### src/design/tfz_pkg.sv
// Shared types and constants of the seven-set triangular fuzzifier.
// Holds the class record passed from the front end to the divider back end.
// No dependencies.
`default_nettype none

package tfz_pkg;

	localparam int SET_COUNT         = 7;
	localparam int IDX_W             = 3;
	localparam int SAMPLE_WIDTH_DEF  = 16;
	localparam int FRAC_BITS_DEF     = 15;
	localparam int QUEUE_DEPTH       = 2;

	// configuration register indexes
	localparam logic [IDX_W-1:0] REG_BREAK_NB = 3'd0;
	localparam logic [IDX_W-1:0] REG_BREAK_NM = 3'd1;
	localparam logic [IDX_W-1:0] REG_BREAK_NS = 3'd2;
	localparam logic [IDX_W-1:0] REG_BREAK_ZZ = 3'd3;
	localparam logic [IDX_W-1:0] REG_BREAK_PS = 3'd4;
	localparam logic [IDX_W-1:0] REG_BREAK_PM = 3'd5;
	localparam logic [IDX_W-1:0] REG_BREAK_PB = 3'd6;

	typedef enum logic [1:0] {
		KIND_NB_FULL = 2'd0,
		KIND_PB_FULL = 2'd1,
		KIND_SPAN    = 2'd2
	} kind_t;

	typedef struct packed {
		kind_t            kind;
		logic [IDX_W-1:0] idx;
	} cls_t;

	// reset peaks sit at (i - 3) eighths of full scale
	function automatic int break_reset(input int i, input int sw);
		return (i - 3) * (1 << (sw - 3));
	endfunction

endpackage

`default_nettype wire

### src/design/tfz_fifo.sv
// Small first-word-fall-through queue built from flip-flops.
// Used between front end and back end, and as the result queue.
// Depends on nothing.
`default_nettype none

module tfz_fifo #(
	parameter int WIDTH = 8,
	parameter int DEPTH = 2
) (
	input  wire logic             clk,
	input  wire logic             arst_n,
	input  wire logic             push,
	input  wire logic [WIDTH-1:0] push_data,
	output logic                  full,
	input  wire logic             pop,
	output logic      [WIDTH-1:0] pop_data,
	output logic                  empty
);

	localparam int PW = (DEPTH > 1) ? $clog2(DEPTH) : 1;
	localparam int CW = $clog2(DEPTH + 1);

	logic [WIDTH-1:0] mem_q [DEPTH];
	logic [PW-1:0]    wr_q;
	logic [PW-1:0]    rd_q;
	logic [CW-1:0]    cnt_q;
	logic             do_push;
	logic             do_pop;

	assign full     = (cnt_q == CW'(DEPTH));
	assign empty    = (cnt_q == '0);
	assign do_push  = push && !full;
	assign do_pop   = pop && !empty;
	assign pop_data = mem_q[rd_q];

	always_ff @(posedge clk or negedge arst_n) begin
		if (!arst_n) begin
			wr_q  <= '0;
			rd_q  <= '0;
			cnt_q <= '0;
		end else begin
			if (do_push) begin
				wr_q <= (wr_q == PW'(DEPTH - 1)) ? '0 : wr_q + 1'b1;
			end
			if (do_pop) begin
				rd_q <= (rd_q == PW'(DEPTH - 1)) ? '0 : rd_q + 1'b1;
			end
			if (do_push && !do_pop) begin
				cnt_q <= cnt_q + 1'b1;
			end else if (do_pop && !do_push) begin
				cnt_q <= cnt_q - 1'b1;
			end
		end
	end

	always_ff @(posedge clk) begin
		if (do_push) begin
			mem_q[wr_q] <= push_data;
		end
	end

endmodule

`default_nettype wire

### src/design/tfz_front.sv
// Front end: breakpoint registers, sample intake and interval classification.
// Emits a class record with the interval ends; uses tfz_pkg.
`default_nettype none

module tfz_front #(
	parameter int SAMPLE_WIDTH = tfz_pkg::SAMPLE_WIDTH_DEF
) (
	input  wire logic                           clk,
	input  wire logic                           arst_n,
	input  wire logic                           push,
	input  wire logic signed [SAMPLE_WIDTH-1:0] sample_value,
	output logic                                full,
	input  wire logic                           cfg_valid,
	output logic                                cfg_ready,
	input  wire logic [tfz_pkg::IDX_W-1:0]      cfg_index,
	input  wire logic [SAMPLE_WIDTH-1:0]        cfg_data,
	input  wire logic                           mid_full,
	output logic                                mid_push,
	output tfz_pkg::cls_t                       cls,
	output logic signed [SAMPLE_WIDTH-1:0]      x,
	output logic signed [SAMPLE_WIDTH-1:0]      lo,
	output logic signed [SAMPLE_WIDTH-1:0]      hi
);

	localparam int SW = SAMPLE_WIDTH;
	localparam int NS = tfz_pkg::SET_COUNT;

	logic signed [SW-1:0]           breaks_q [NS];
	logic [NS-1:0]                  ge;
	logic                           le_first;
	logic                           found;
	logic [tfz_pkg::IDX_W-1:0]      sel;
	tfz_pkg::cls_t                  cls_c;
	logic                           accept;

	logic                           v_s1;
	tfz_pkg::cls_t                  cls_s1;
	logic signed [SW-1:0]           x_s1;
	logic signed [SW-1:0]           lo_s1;
	logic signed [SW-1:0]           hi_s1;

	assign cfg_ready = 1'b1;
	assign full      = v_s1 && mid_full;
	assign accept    = push && !full;
	assign mid_push  = v_s1 && !mid_full;
	assign cls       = cls_s1;
	assign x         = x_s1;
	assign lo        = lo_s1;
	assign hi        = hi_s1;

	always_ff @(posedge clk or negedge arst_n) begin
		if (!arst_n) begin
			for (int i = 0; i < NS; i++) begin
				breaks_q[i] <= SW'(tfz_pkg::break_reset(i, SW));
			end
		end else if (cfg_valid && cfg_index <= tfz_pkg::REG_BREAK_PB) begin
			breaks_q[cfg_index] <= cfg_data;
		end
	end

	always_comb begin
		for (int i = 0; i < NS; i++) begin
			ge[i] = (sample_value >= breaks_q[i]);
		end
		le_first = (sample_value <= breaks_q[0]);
	end

	// lowest interval with lo <= x < hi wins
	always_comb begin
		found = 1'b0;
		sel   = '0;
		for (int i = NS - 2; i >= 0; i--) begin
			if (ge[i] && !ge[i+1]) begin
				found = 1'b1;
				sel   = tfz_pkg::IDX_W'(i);
			end
		end
		cls_c.idx = sel;
		if (le_first) begin
			cls_c.kind = tfz_pkg::KIND_NB_FULL;
		end else if (found) begin
			cls_c.kind = tfz_pkg::KIND_SPAN;
		end else begin
			cls_c.kind = tfz_pkg::KIND_PB_FULL;
		end
	end

	always_ff @(posedge clk or negedge arst_n) begin
		if (!arst_n) begin
			v_s1 <= 1'b0;
		end else if (accept) begin
			v_s1 <= 1'b1;
		end else if (mid_push) begin
			v_s1 <= 1'b0;
		end
	end

	always_ff @(posedge clk) begin
		if (accept) begin
			cls_s1 <= cls_c;
			x_s1   <= sample_value;
			lo_s1  <= breaks_q[sel];
			hi_s1  <= breaks_q[tfz_pkg::IDX_W'(sel + 1'b1)];
		end
	end

endmodule

`default_nettype wire

### src/design/tfz_back.sv
// Back end: distance stage, two pipelined restoring dividers (one quotient
// bit per stage) and assembly of the seven degrees; uses tfz_pkg.
`default_nettype none

module tfz_back #(
	parameter int SAMPLE_WIDTH = tfz_pkg::SAMPLE_WIDTH_DEF,
	parameter int FRAC_BITS    = tfz_pkg::FRAC_BITS_DEF
) (
	input  wire logic                                          clk,
	input  wire logic                                          arst_n,
	input  wire logic                                          mid_empty,
	output logic                                               mid_pop,
	input  wire tfz_pkg::cls_t                                 cls,
	input  wire logic signed [SAMPLE_WIDTH-1:0]                x,
	input  wire logic signed [SAMPLE_WIDTH-1:0]                lo,
	input  wire logic signed [SAMPLE_WIDTH-1:0]                hi,
	input  wire logic                                          out_full,
	output logic                                               out_push,
	output logic [tfz_pkg::SET_COUNT-1:0][FRAC_BITS:0]         out_data
);

	localparam int SW = SAMPLE_WIDTH;
	localparam int FB = FRAC_BITS;
	localparam int NS = tfz_pkg::SET_COUNT;
	localparam int NSTG = FB + 1;

	logic                 en;
	logic signed [SW:0]   up_w;
	logic signed [SW:0]   dn_w;
	logic signed [SW:0]   d_w;

	logic                 v_s0;
	tfz_pkg::cls_t        cls_s0;
	logic [SW-1:0]        up_s0;
	logic [SW-1:0]        dn_s0;
	logic [SW-1:0]        d_s0;

	logic                 v_sd   [NSTG];
	tfz_pkg::cls_t        cls_sd [NSTG];
	logic [FB:0]          qup_sd [NSTG];
	logic [FB:0]          qdn_sd [NSTG];
	logic [SW-1:0]        rup_sd [FB];
	logic [SW-1:0]        rdn_sd [FB];
	logic [SW-1:0]        d_sd   [FB];

	// whole back end moves together; result queue full freezes it
	assign en      = !out_full;
	assign mid_pop = en && !mid_empty;

	assign up_w = {x[SW-1], x} - {lo[SW-1], lo};
	assign dn_w = {hi[SW-1], hi} - {x[SW-1], x};
	assign d_w  = {hi[SW-1], hi} - {lo[SW-1], lo};

	always_ff @(posedge clk or negedge arst_n) begin
		if (!arst_n) begin
			v_s0 <= 1'b0;
		end else if (en) begin
			v_s0 <= !mid_empty;
		end
	end

	always_ff @(posedge clk) begin
		if (mid_pop) begin
			cls_s0 <= cls;
			up_s0  <= up_w[SW-1:0];
			dn_s0  <= dn_w[SW-1:0];
			d_s0   <= d_w[SW-1:0];
		end
	end

	for (genvar j = 0; j < NSTG; j++) begin : g_div
		logic [SW:0]   t_up;
		logic [SW:0]   t_dn;
		logic [SW:0]   dd;
		logic [FB:0]   qup_prev;
		logic [FB:0]   qdn_prev;
		logic          v_prev;
		tfz_pkg::cls_t cls_prev;
		logic          b_up;
		logic          b_dn;
		logic [SW:0]   n_up;
		logic [SW:0]   n_dn;

		if (j == 0) begin : g_first
			// first quotient bit weighs one: no doubling
			assign t_up     = {1'b0, up_s0};
			assign t_dn     = {1'b0, dn_s0};
			assign dd       = {1'b0, d_s0};
			assign qup_prev = '0;
			assign qdn_prev = '0;
			assign v_prev   = v_s0;
			assign cls_prev = cls_s0;
		end else begin : g_next
			assign t_up     = {rup_sd[j-1], 1'b0};
			assign t_dn     = {rdn_sd[j-1], 1'b0};
			assign dd       = {1'b0, d_sd[j-1]};
			assign qup_prev = qup_sd[j-1];
			assign qdn_prev = qdn_sd[j-1];
			assign v_prev   = v_sd[j-1];
			assign cls_prev = cls_sd[j-1];
		end

		assign b_up = (t_up >= dd);
		assign b_dn = (t_dn >= dd);
		assign n_up = b_up ? (t_up - dd) : t_up;
		assign n_dn = b_dn ? (t_dn - dd) : t_dn;

		always_ff @(posedge clk or negedge arst_n) begin
			if (!arst_n) begin
				v_sd[j] <= 1'b0;
			end else if (en) begin
				v_sd[j] <= v_prev;
			end
		end

		always_ff @(posedge clk) begin
			if (en) begin
				cls_sd[j] <= cls_prev;
				qup_sd[j] <= {qup_prev[FB-1:0], b_up};
				qdn_sd[j] <= {qdn_prev[FB-1:0], b_dn};
			end
		end

		if (j < FB) begin : g_rem
			always_ff @(posedge clk) begin
				if (en) begin
					rup_sd[j] <= n_up[SW-1:0];
					rdn_sd[j] <= n_dn[SW-1:0];
					d_sd[j]   <= dd[SW-1:0];
				end
			end
		end
	end

	assign out_push = en && v_sd[NSTG-1];

	always_comb begin
		out_data = '0;
		case (cls_sd[NSTG-1].kind)
			tfz_pkg::KIND_NB_FULL: begin
				out_data[0] = {1'b1, {FB{1'b0}}};
			end
			tfz_pkg::KIND_PB_FULL: begin
				out_data[NS-1] = {1'b1, {FB{1'b0}}};
			end
			tfz_pkg::KIND_SPAN: begin
				out_data[cls_sd[NSTG-1].idx] = qdn_sd[NSTG-1];
				out_data[tfz_pkg::IDX_W'(cls_sd[NSTG-1].idx + 1'b1)] = qup_sd[NSTG-1];
			end
			default: begin
				out_data = '0;
			end
		endcase
	end

endmodule

`default_nettype wire

### src/design/triangular_fuzzifier_7set_top.sv
// Seven-set triangular fuzzifier, top level.
// Instantiates tfz_front, two tfz_fifo queues and tfz_back; uses tfz_pkg.
//
// Usage:
//   Samples enter through a queue-style port: a transaction completes on a
//   clock edge with push high and full low. Results leave the same way: the
//   oldest result sits on the mu_* ports while empty is low and is taken on
//   an edge with pop high.
//   Breakpoints are written on the cfg_* channel (valid/ready, ready is
//   always high) with index 0..6 for NB..PB; index 7 is dropped. Write them
//   only while no sample is in flight.
// Pipeline and throughput:
//   A result passes, after its sample is accepted, through one classify
//   stage, the two-entry class queue, one distance stage, FRAC_BITS + 1
//   divider stages and the result queue.
//   One sample per cycle is sustained while the result queue is not full;
//   each divider stage resolves one quotient bit.
// Reset: arst_n clears all queues and loads the default breakpoints.
// Stall: when the result queue fills, the divider pipeline holds, the class
//   queue fills behind it and then full rises; nothing is dropped.
`default_nettype none

module triangular_fuzzifier_7set_top #(
	parameter int SAMPLE_WIDTH = tfz_pkg::SAMPLE_WIDTH_DEF,
	parameter int FRAC_BITS    = tfz_pkg::FRAC_BITS_DEF
) (
	input  wire logic                           clk,
	input  wire logic                           arst_n,
	input  wire logic                           push,
	output logic                                full,
	input  wire logic signed [SAMPLE_WIDTH-1:0] sample_value,
	output logic                                empty,
	input  wire logic                           pop,
	output logic [FRAC_BITS:0]                  mu_neg_big,
	output logic [FRAC_BITS:0]                  mu_neg_med,
	output logic [FRAC_BITS:0]                  mu_neg_small,
	output logic [FRAC_BITS:0]                  mu_zero,
	output logic [FRAC_BITS:0]                  mu_pos_small,
	output logic [FRAC_BITS:0]                  mu_pos_med,
	output logic [FRAC_BITS:0]                  mu_pos_big,
	input  wire logic                           cfg_valid,
	output logic                                cfg_ready,
	input  wire logic [tfz_pkg::IDX_W-1:0]      cfg_index,
	input  wire logic [SAMPLE_WIDTH-1:0]        cfg_data
);

	localparam int SW    = SAMPLE_WIDTH;
	localparam int FB    = FRAC_BITS;
	localparam int NS    = tfz_pkg::SET_COUNT;
	localparam int MID_W = $bits(tfz_pkg::cls_t) + 3 * SW;
	localparam int OUT_W = NS * (FB + 1);

	tfz_pkg::cls_t                 f_cls;
	logic signed [SW-1:0]          f_x;
	logic signed [SW-1:0]          f_lo;
	logic signed [SW-1:0]          f_hi;
	logic                          mid_push;
	logic                          mid_full;
	logic                          mid_pop;
	logic                          mid_empty;
	logic [MID_W-1:0]              mid_wdata;
	logic [MID_W-1:0]              mid_rdata;
	tfz_pkg::cls_t                 b_cls;
	logic signed [SW-1:0]          b_x;
	logic signed [SW-1:0]          b_lo;
	logic signed [SW-1:0]          b_hi;
	logic                          out_push;
	logic                          out_full;
	logic [NS-1:0][FB:0]           out_wdata;
	logic [NS-1:0][FB:0]           out_rdata;

	tfz_front #(
		.SAMPLE_WIDTH(SW)
	) u_front (
		.clk         (clk),
		.arst_n      (arst_n),
		.push        (push),
		.sample_value(sample_value),
		.full        (full),
		.cfg_valid   (cfg_valid),
		.cfg_ready   (cfg_ready),
		.cfg_index   (cfg_index),
		.cfg_data    (cfg_data),
		.mid_full    (mid_full),
		.mid_push    (mid_push),
		.cls         (f_cls),
		.x           (f_x),
		.lo          (f_lo),
		.hi          (f_hi)
	);

	assign mid_wdata = {f_cls, f_x, f_lo, f_hi};
	assign {b_cls, b_x, b_lo, b_hi} = mid_rdata;

	tfz_fifo #(
		.WIDTH(MID_W),
		.DEPTH(tfz_pkg::QUEUE_DEPTH)
	) u_mid_q (
		.clk      (clk),
		.arst_n   (arst_n),
		.push     (mid_push),
		.push_data(mid_wdata),
		.full     (mid_full),
		.pop      (mid_pop),
		.pop_data (mid_rdata),
		.empty    (mid_empty)
	);

	tfz_back #(
		.SAMPLE_WIDTH(SW),
		.FRAC_BITS   (FB)
	) u_back (
		.clk      (clk),
		.arst_n   (arst_n),
		.mid_empty(mid_empty),
		.mid_pop  (mid_pop),
		.cls      (b_cls),
		.x        (b_x),
		.lo       (b_lo),
		.hi       (b_hi),
		.out_full (out_full),
		.out_push (out_push),
		.out_data (out_wdata)
	);

	tfz_fifo #(
		.WIDTH(OUT_W),
		.DEPTH(tfz_pkg::QUEUE_DEPTH)
	) u_out_q (
		.clk      (clk),
		.arst_n   (arst_n),
		.push     (out_push),
		.push_data(out_wdata),
		.full     (out_full),
		.pop      (pop),
		.pop_data (out_rdata),
		.empty    (empty)
	);

	assign mu_neg_big   = out_rdata[0];
	assign mu_neg_med   = out_rdata[1];
	assign mu_neg_small = out_rdata[2];
	assign mu_zero      = out_rdata[3];
	assign mu_pos_small = out_rdata[4];
	assign mu_pos_med   = out_rdata[5];
	assign mu_pos_big   = out_rdata[6];

endmodule

`default_nettype wire

### config.mk
export PLATFORM = sky130hd
export DESIGN_NAME = triangular_fuzzifier_7set_top
export DESIGN_NICKNAME = d
export VERILOG_FILES = /design/src/design/tfz_pkg.sv /design/src/design/tfz_fifo.sv /design/src/design/tfz_front.sv /design/src/design/tfz_back.sv /design/src/design/triangular_fuzzifier_7set_top.sv
export SDC_FILE = /design/constraint.sdc
export NUM_CORES = 2
export LEC_CHECK = 0
export ABC_AREA = 0
export ABC_CLOCK_PERIOD_IN_PS = 41300
export BUFFER_PORTS_ARGS = -buffer_cell sky130_fd_sc_hd__buf_2
export CELL_PAD_IN_SITES_DETAIL_PLACEMENT = 2
export CELL_PAD_IN_SITES_GLOBAL_PLACEMENT = 2
export CORE_MARGIN = 2
export CORE_UTILIZATION = 40
export DETAILED_ROUTE_END_ITERATION = 8
export HOLD_SLACK_MARGIN = 0.05
export PLACE_DENSITY = 0.79
export SYNTH_ARGS = -nofsm -noshare
export SYNTH_HDL_FRONTEND = slang
export SYNTH_SLANG_ARGS = --single-unit
### constraint.sdc
create_clock -name clk -period 41.3 [get_ports clk]
set_input_delay 4.13 -clock clk [delete_from_list [all_inputs] [get_ports clk]]
set_output_delay 4.13 -clock clk [all_outputs]
set_load 0.1 [all_outputs]
# After elaboration in Yosys (flattened, before gate mapping)

Memory sizes are Yosys's and may differ from the RTL's.
Index checks and enable logic that the tools add are counted.

Memories: 8
Input bits: 40
Word-level logic and storage cells: 268
Register bits: 244
Output and inout port bits: 115
Bits in writable memories: 1642

Add/subtract/negate cells: 43
Order comparisons: 49
Bitwise operators: 4
Reduce and logical (&&, ||, !) cells: 44
Mux-type cells: 75
Equality and inequality tests: 4

Memory list:

| memory        | words | bits a word | read ports | clocked after memory_dff | wr ports | RTL line       | text |
|---|---|---|---|---|---|---|---|
| u_back.qdn_sd | 16    | 16          | 16         | 0                        | 16       | tfz_back.sv:41 | `logic [FB:0] qdn_sd [NSTG];` |
| u_back.qup_sd | 16    | 16          | 16         | 0                        | 16       | tfz_back.sv:40 | `logic [FB:0] qup_sd [NSTG];` |
| u_back.d_sd   | 15    | 16          | 15         | 0                        | 15       | tfz_back.sv:44 | `logic [SW-1:0] d_sd [FB];` |
| u_back.rdn_sd | 15    | 16          | 15         | 0                        | 15       | tfz_back.sv:43 | `logic [SW-1:0] rdn_sd [FB];` |
| u_back.rup_sd | 15    | 16          | 15         | 0                        | 15       | tfz_back.sv:42 | `logic [SW-1:0] rup_sd [FB];` |
| u_out_q.mem_q | 2     | 112         | 1          | 0                        | 1        | tfz_fifo.sv:23 | `logic [WIDTH-1:0] mem_q [DEPTH];` |
| +2 memories   | --    | --          | --         | --                       | --       | --             |  |

Operators with widths:

| cell                  | count |
|---|---|
| $mux W16              | 37 |
| $sub A16 B16 Y16      | 33 |
| $ge A17 B16 Y1        | 30 |
| $bwmux W112           | 2 |
| $demux W16 S3         | 3 |
| $ge A16 B16 Y1        | 9 |
| $and A112 B112 Y112   | 1 |
| $bmux W16 S3          | 2 |
| $mux W80              | 1 |
| $pmux W16 S2          | 2 |
| $logic_and A1 B1 Y1   | 23 |
| $mux W3               | 6 |
| $mux W1               | 17 |
| $le A16 B16 Y1        | 1 |
| $logic_not A1 Y1      | 15 |
| $ge A4 B4 Y1 const B  | 3 |
| $not A3 Y4            | 3 |
| $mux W2               | 5 |
| $lt A3 B4 Y1 const B  | 2 |
| $add A3 B1 Y3 const B | 2 |
| $eq A2 B2 Y1 const B  | 3 |
| $ge A3 B1 Y1 const B  | 2 |
| $logic_not A2 Y1      | 3 |
| $reduce_bool A2 Y1    | 3 |
| 6 further kinds       | 11 |

# Depth between registers and ports, before layout

Word-level depth: 14
Depth in mapped cells: 19
Gate-level depth less buffers: 14

# Cells and area by module

From an unflattened synthesis, not the netlist that was laid out.

Cells, all modules: 7379
Area, all modules: 90435.5 um^2

By module, submodules not included:

| module             | area each (um^2) | times used | seq. area each (um^2) | cells each |
|---|---|---|---|---|
| tfz_back           | 66672.7          | 1          | 34207.8               | 5714 |
| tfz_front          | 10919.2          | 1          | 4433.0                | 1113 |
| tfz_fifo (u_out_q) | 8572.0           | 1          | 6826.5                | 368 |
| tfz_fifo (u_mid_q) | 4271.6           | 1          | 3283.1                | 184 |

# Worst setup path after synthesis

Ideal clock, no wire load.

Kind: reg2reg
Start point: reg u_out_q.cnt_q[0]
End point: mem u_out_q.mem_q[0][0] (netlist name), enable pin
Library setup time: 0.583 ns
Buffers on the path: 1
Setup slack: 1.687 ns
Cell stages (with the launch flop): 5
Clock period less this slack: 39.613 ns
Data arrival time: 39.030 ns
Data required time: 40.717 ns
Cell sequence: dfrtp_1 -> nand2b_1 -> clkbuf_1 -> nand2_1 -> nor2_1

Cells in the longest elaborated chain, start to end: 6

Ends and longest elaborated chain:

| item                            | RTL line                       | text |
|---|---|---|
| from (decl)                     | tfz_fifo.sv:26                 | `logic [CW-1:0] cnt_q;` |
| from (signal assigned)          | tfz_fifo.sv:49                 | `cnt_q <= cnt_q + 1'b1;` |
| from (signal assigned)          | tfz_fifo.sv:51                 | `cnt_q <= cnt_q - 1'b1;` |
| $eq A2 B2 Y1 *                  | tfz_fifo.sv:30                 | `assign full = (cnt_q == CW'(DEPTH));` |
| $logic_not A1 Y1 *              | tfz_fifo.sv:32, tfz_back.sv:47 |  |
| $logic_and A1 B1 Y1             | tfz_back.sv:135                | `assign out_push = en && v_sd[NSTG-1];` |
| $logic_and A1 B1 Y1 *           | tfz_fifo.sv:32                 | `assign do_push = push && !full;` |
| $mux W1 *                       | tfz_fifo.sv:57                 | `if (do_push) begin` |
| $mux W1 (implied by the code) * | tfz_fifo.sv:58                 | `mem_q[wr_q] <= push_data;` |
| to (decl)                       | tfz_fifo.sv:23                 |  |

Every way passes the cells marked *; elsewhere a longest branch is shown, timed or not.

# Worst setup path in the final report

Start point: in sample_value[9]
End point: reg u_front.hi_s1[8], in the netlist u_front.hi[8] (data pin)

Cells in the longest elaborated chain, start to end: 14
Elaborated cells on any way between the ends: 30
Those cells by class: add/sub: 1; order compare: 7; mux: 9; bitwise: 1; reduce/logical: 12

Ends and longest elaborated chain:

| item                                          | RTL line                            | text |
|---|---|---|
| from (decl)                                   | triangular_fuzzifier_7set_top.sv:31 | `input wire logic signed [SAMPLE_WIDTH-1:0] sample_value,` |
| $ge A16 B16 Y1                                | tfz_front.sv:63                     | `ge[i] = (sample_value >= breaks_q[i]);` |
| $logic_not A1 Y1                              | tfz_front.sv:73                     | `if (ge[i] && !ge[i+1]) begin` |
| $logic_and A1 B1 Y1                           | tfz_front.sv:73                     |  |
| $mux W3 (5 in a row)                          | tfz_front.sv:73                     |  |
| $mux W3 *                                     | tfz_front.sv:73                     |  |
| $add A3 B1 Y3 *                               | tfz_front.sv:103                    | `hi_s1 <= breaks_q[tfz_pkg::IDX_W'(sel + 1'b1)];` |
| $not A3 Y4 (implied by the code) *            | tfz_front.sv:103                    |  |
| $bmux W16 S3 *                                | tfz_front.sv:103                    |  |
| $mux W16 (implied by the code) * (2 in a row) | tfz_front.sv:103                    |  |
| to (signal assigned)                          | tfz_front.sv:103                    |  |
| to (decl)                                     | tfz_front.sv:40                     | `logic signed [SW-1:0] hi_s1;` |

Every way passes the cells marked *; elsewhere a longest branch is shown, timed or not. The select of a mux whose other input is x is not followed.
A chain may end at the register's enable or synchronous reset.

==> results.sh <==
export IMPL_report_final_hold_viol_count=0
export IMPL_worst_setup_path_startpoint="sample_value[9]"
export IMPL_post_synth_top_area_cell="sky130_fd_sc_hd__edfxtp_1"
export IMPL_finalCritPeriodShare_pct=22.67
export IMPL_clock_insertion_delay_worst_skew_ns=0.86
export IMPL_reg2regPathDepth=15
export IMPL_detailroute_via_count=61793
export IMPL_cts_hold_buf=0
export IMPL_grt_setup_unrepaired="no"
export IMPL_io_buffers=153
export IMPL_critical_path_arrival_ns=10.07
export IMPL_busiest_layer="met2"
export IMPL_crit_type="input port to flop"
export IMPL_drt_drc=0
export IMPL_gr_total_overflow=0
export IMPL_synth_edf_count=1508
export IMPL_top_level_ports=155
export IMPL_cts_setup_buffers=0
export IMPL_sequential_cell_area_sq_um=48760
export IMPL_max_clock_freq_mhz=106.8
export IMPL_antenna_left=0
export IMPL_detailedRoute_firstPassIterationCount=6
export IMPL_run_status="complete, no violations"
export IMPL_floorplan_initialDensity_pct=40.26
export IMPL_die_height_um=471.7
export IMPL_ys_seq_elements=1646
export IMPL_cp_required_ns=42.00
export IMPL_gr_usage_all_layers_pct=26.55
export IMPL_worstMarginPinSlew_ns=1.329
export IMPL_fin_hold_ws_ns=0.4071
export IMPL_ys_warn_count=0
export IMPL_cts_sink_count=1646
export IMPL_timing_hold_worst_class="flop to flop"
export IMPL_tritoncts="yes"
export IMPL_report_final_slew_viol_count=0
export IMPL_main_synth_ff_type="sky130_fd_sc_hd__edfxtp_1"
export IMPL_fin_crit_ns=9.361
export IMPL_area_growth_pct=11.35
export IMPL_seq_area_frac_synth_pct=55.71
export IMPL_globalplace_congestion=0.8739
export IMPL_synth_cells=7355
export IMPL_drt_first_iter_violations=4555
export IMPL_netlist_area_leader_share_pct=51.74
export IMPL_proportion_of_layout_cells_with_a_drive_suffix_above_1_pct=11.26
export IMPL_grt_pass1_vias=68294
export IMPL_synth_top_cells_by_area="sky130_fd_sc_hd__edfxtp_1 52%, sky130_fd_sc_hd__ha_1 9.6%, sky130_fd_sc_hd__dfrtp_1 3.6%, sky130_fd_sc_hd__mux2_2 3.3%, sky130_fd_sc_hd__o21ai_0 3.2%"
export IMPL_wire_length_of_the_first_global_routing_pass_um=447100
export IMPL_stdcell_area_sq_um=97440
export IMPL_asyncSetResetFlopFracSynth_pct=8.384
export IMPL_wl_per_cell_um=28.39
export IMPL_rows=171
export IMPL_worst_clock_skew_ns=0.04988
export IMPL_postCtsResizedCells=0
export IMPL_via_per_instance_ratio=5.847
export IMPL_synth_top_cells_by_count="1508 x sky130_fd_sc_hd__edfxtp_1, 679 x sky130_fd_sc_hd__inv_1, 674 x sky130_fd_sc_hd__ha_1"
export IMPL_core_area_sq_um=217400
export IMPL_syn_cell_area_sq_um=87510
export IMPL_chipWidth_um=471.7
export IMPL_setup_viol=0
export IMPL_detailed_place_hpwl_um=219000
export IMPL_critical_path_peak_fanout=81
export IMPL_drt_total_wl_um=300000
export IMPL_worst_setup_path_end_kind="flop"
export IMPL_cts_htree_levels=4
export IMPL_groute_layer_met1_usage_pct=32.05
export IMPL_crit_path_frequent_cell="sky130_fd_sc_hd__ha_1"
export IMPL_crit_path_start_kind="input port"
export IMPL_library_cell_used_as_clock_root_buffer="sky130_fd_sc_hd__clkbuf_16"
export IMPL_grt_use_met2_pct=48.14
export IMPL_grt_start_max_net_pins=184
export IMPL_average_instance_area_after_synthesis_sq_um=11.90
export IMPL_die_area_sq_um=222500
export IMPL_totalNegativeSetupSlack_ns=0
export IMPL_finalNetCount=8306
export IMPL_cp_slowest_cell="sky130_fd_sc_hd__ha_1"
export IMPL_reg2reg_from="u_front.breaks_q[104]"
export IMPL_timing_max_cap_violations=0
export IMPL_cts_buffer_depth=3
export IMPL_setup_worst_path_end="u_front.hi[8]"
export IMPL_worst_slew_margin_rel_pct=11.04
export IMPL_nFillCells=21743
export IMPL_mapped_nets=8102
export IMPL_worstReg2RegEnd="u_front.hi[8]"
export IMPL_use_met3_pct=3.512
export IMPL_ff2ff_setup_slack_ns=34.87
export IMPL_multi_input_area_sq_um=35490
export IMPL_cp_slowest_stage_delay_ns=0.94
export IMPL_clkSlewWorstSetupHoldPaths_ns=0.07
export IMPL_netlist_cell_type_count=90
export IMPL_crit_path_cell_trace="buf_2 > ha_1 > a211oi_2 > o21ai_1 > a21o_1 > a2111oi_4 > mux2i_2 > a21oi_1 > o32a_2 > buf_4 > inv_2 > ha_1 > and2_1 > o2bb2ai_1 > mux2_2"
export IMPL_placement_cell_area_sq_um=91600
export IMPL_num_cts_buffers=183
export IMPL_post_synth_top_count_cell="sky130_fd_sc_hd__edfxtp_1"
export IMPL_antenna_found_initial=18
==> per-layer routing <==
metal / routed length (um) / up-vias
met2: 154600 / 1698
met4: 11400 / 4
met1: 119800 / 31996
met3: 14190 / 567
met5: 32 / -
li1: - / 27528
==> cell usage in the layout, fill, tap and decap left out, types with 25 or more instances in the layout <==
master and n:
sky130_fd_sc_hd__o31ai_1 122, sky130_fd_sc_hd__o21bai_1 33, sky130_fd_sc_hd__a21oi_1 328, sky130_fd_sc_hd__nand2b_1 48, sky130_fd_sc_hd__clkinv_1 41, sky130_fd_sc_hd__o21ba_2 25
sky130_fd_sc_hd__clkbuf_1 47, sky130_fd_sc_hd__clkinv_2 35, sky130_fd_sc_hd__or3b_2 27, sky130_fd_sc_hd__a21o_1 155, sky130_fd_sc_hd__a22oi_1 111, sky130_fd_sc_hd__nand3_1 139
sky130_fd_sc_hd__a31oi_1 26, sky130_fd_sc_hd__mux2i_1 67, sky130_fd_sc_hd__clkbuf_16 184, sky130_fd_sc_hd__xnor2_1 186, sky130_fd_sc_hd__o21a_1 105, sky130_fd_sc_hd__fa_1 33
sky130_fd_sc_hd__or3_1 30, sky130_fd_sc_hd__edfxtp_1 1508, sky130_fd_sc_hd__mux2_2 258, sky130_fd_sc_hd__a2111oi_0 30, sky130_fd_sc_hd__buf_2 152, sky130_fd_sc_hd__a211oi_1 28
sky130_fd_sc_hd__inv_1 678, sky130_fd_sc_hd__a221o_1 26, sky130_fd_sc_hd__nand4_1 91, sky130_fd_sc_hd__dfrtp_1 125, sky130_fd_sc_hd__nor2_1 351, sky130_fd_sc_hd__nand2_1 576
sky130_fd_sc_hd__o21ai_0 561, sky130_fd_sc_hd__ha_1 673, sky130_fd_sc_hd__nor3_1 151, sky130_fd_sc_hd__and4_1 28, sky130_fd_sc_hd__a21boi_0 74, sky130_fd_sc_hd__xor2_1 98
sky130_fd_sc_hd__nor2b_1 206, sky130_fd_sc_hd__buf_4 56
==> registers in the layout, indices dropped and copies added, names as in the netlist, 80 cells and up <==
signal / cells
u_back.cls_sd: 80
u_back.qup_sd: 136
u_mid_q.mem_q: 106
u_front.breaks_q: 112
u_back.rdn_sd: 240
u_back.rup_sd: 240
u_out_q.mem_q: 224
u_back.qdn_sd: 136
u_back.d_sd: 240
==> final cells by class <==
cell class                 instances  share of cell area, %
inverter                         681                  2.623
tap                             2854                  3.665
antenna                            4                0.01027
timing repair buffer             211                  1.265
clock inverter                   104                  1.043
clock buffer                     233                  4.935
sequential                      1646                  50.03
multi-input combinational       4836                  36.43
==> worst max-delay path, delay by kind of cell <==
| kind | cells | cell delay (ns) |
|---|---|---|
| AND/OR/NAND/NOR | 1 | 0.90 |
| AO/OA/AOI/OAI | 7 | 1.50 |
| multiplexers | 2 | 0.43 |
| adder cells (fa/ha/maj) | 2 | 1.27 |
| buffers and inverters | 3 | 1.74 |
==> through the flow <==
step,utilization (%),setup slack (ns),std cells
after floorplan,-,1.687,7355
after global placement,42.14,31.46,10228
after detailed placement,42.14,31.20,10228
after CTS,44.82,32.11,10565
after global routing,44.83,31.73,10568
final,44.83,31.94,10569
==> cells by family after synthesis <==
kind of cell / after synthesis / synth area share (%)
compound gates: 1753 / 12.90
simple gates: 1744 / 9.665
other cells: 1 / 0.004285
xor+xnor: 285 / 2.874
fa+ha+maj: 707 / 10.39
flops: 1646 / 55.71
buf+inv: 873 / 3.873
mux: 346 / 4.589
==> worst min-delay path by stage <==
stage | startpoint | to | slack [ns] | cells past startpoint
final | u_back.cls_sd[2][15] | u_back.cls_sd[3][0] | 0.41 | 0
after floorplan | u_back.cls_s0[0] | u_back.cls_sd[0][0] | 0.40 | 0
after detailed placement | u_back.qup_sd[0][68] | u_back.qup_sd[0][85] | 0.41 | 0
after global placement | u_back.cls_sd[3][0] | u_back.cls_sd[3][5] | 0.40 | 0
after global routing | u_back.cls_s0[3] | u_back.cls_sd[0][3] | 0.42 | 0
after CTS | u_back.qdn_sd[1][37] | u_back.qdn_sd[1][54] | 0.41 | 0
Power is not shown: default switching activity piles up to over one toggle a cycle in this logic, so the estimate is an artifact.
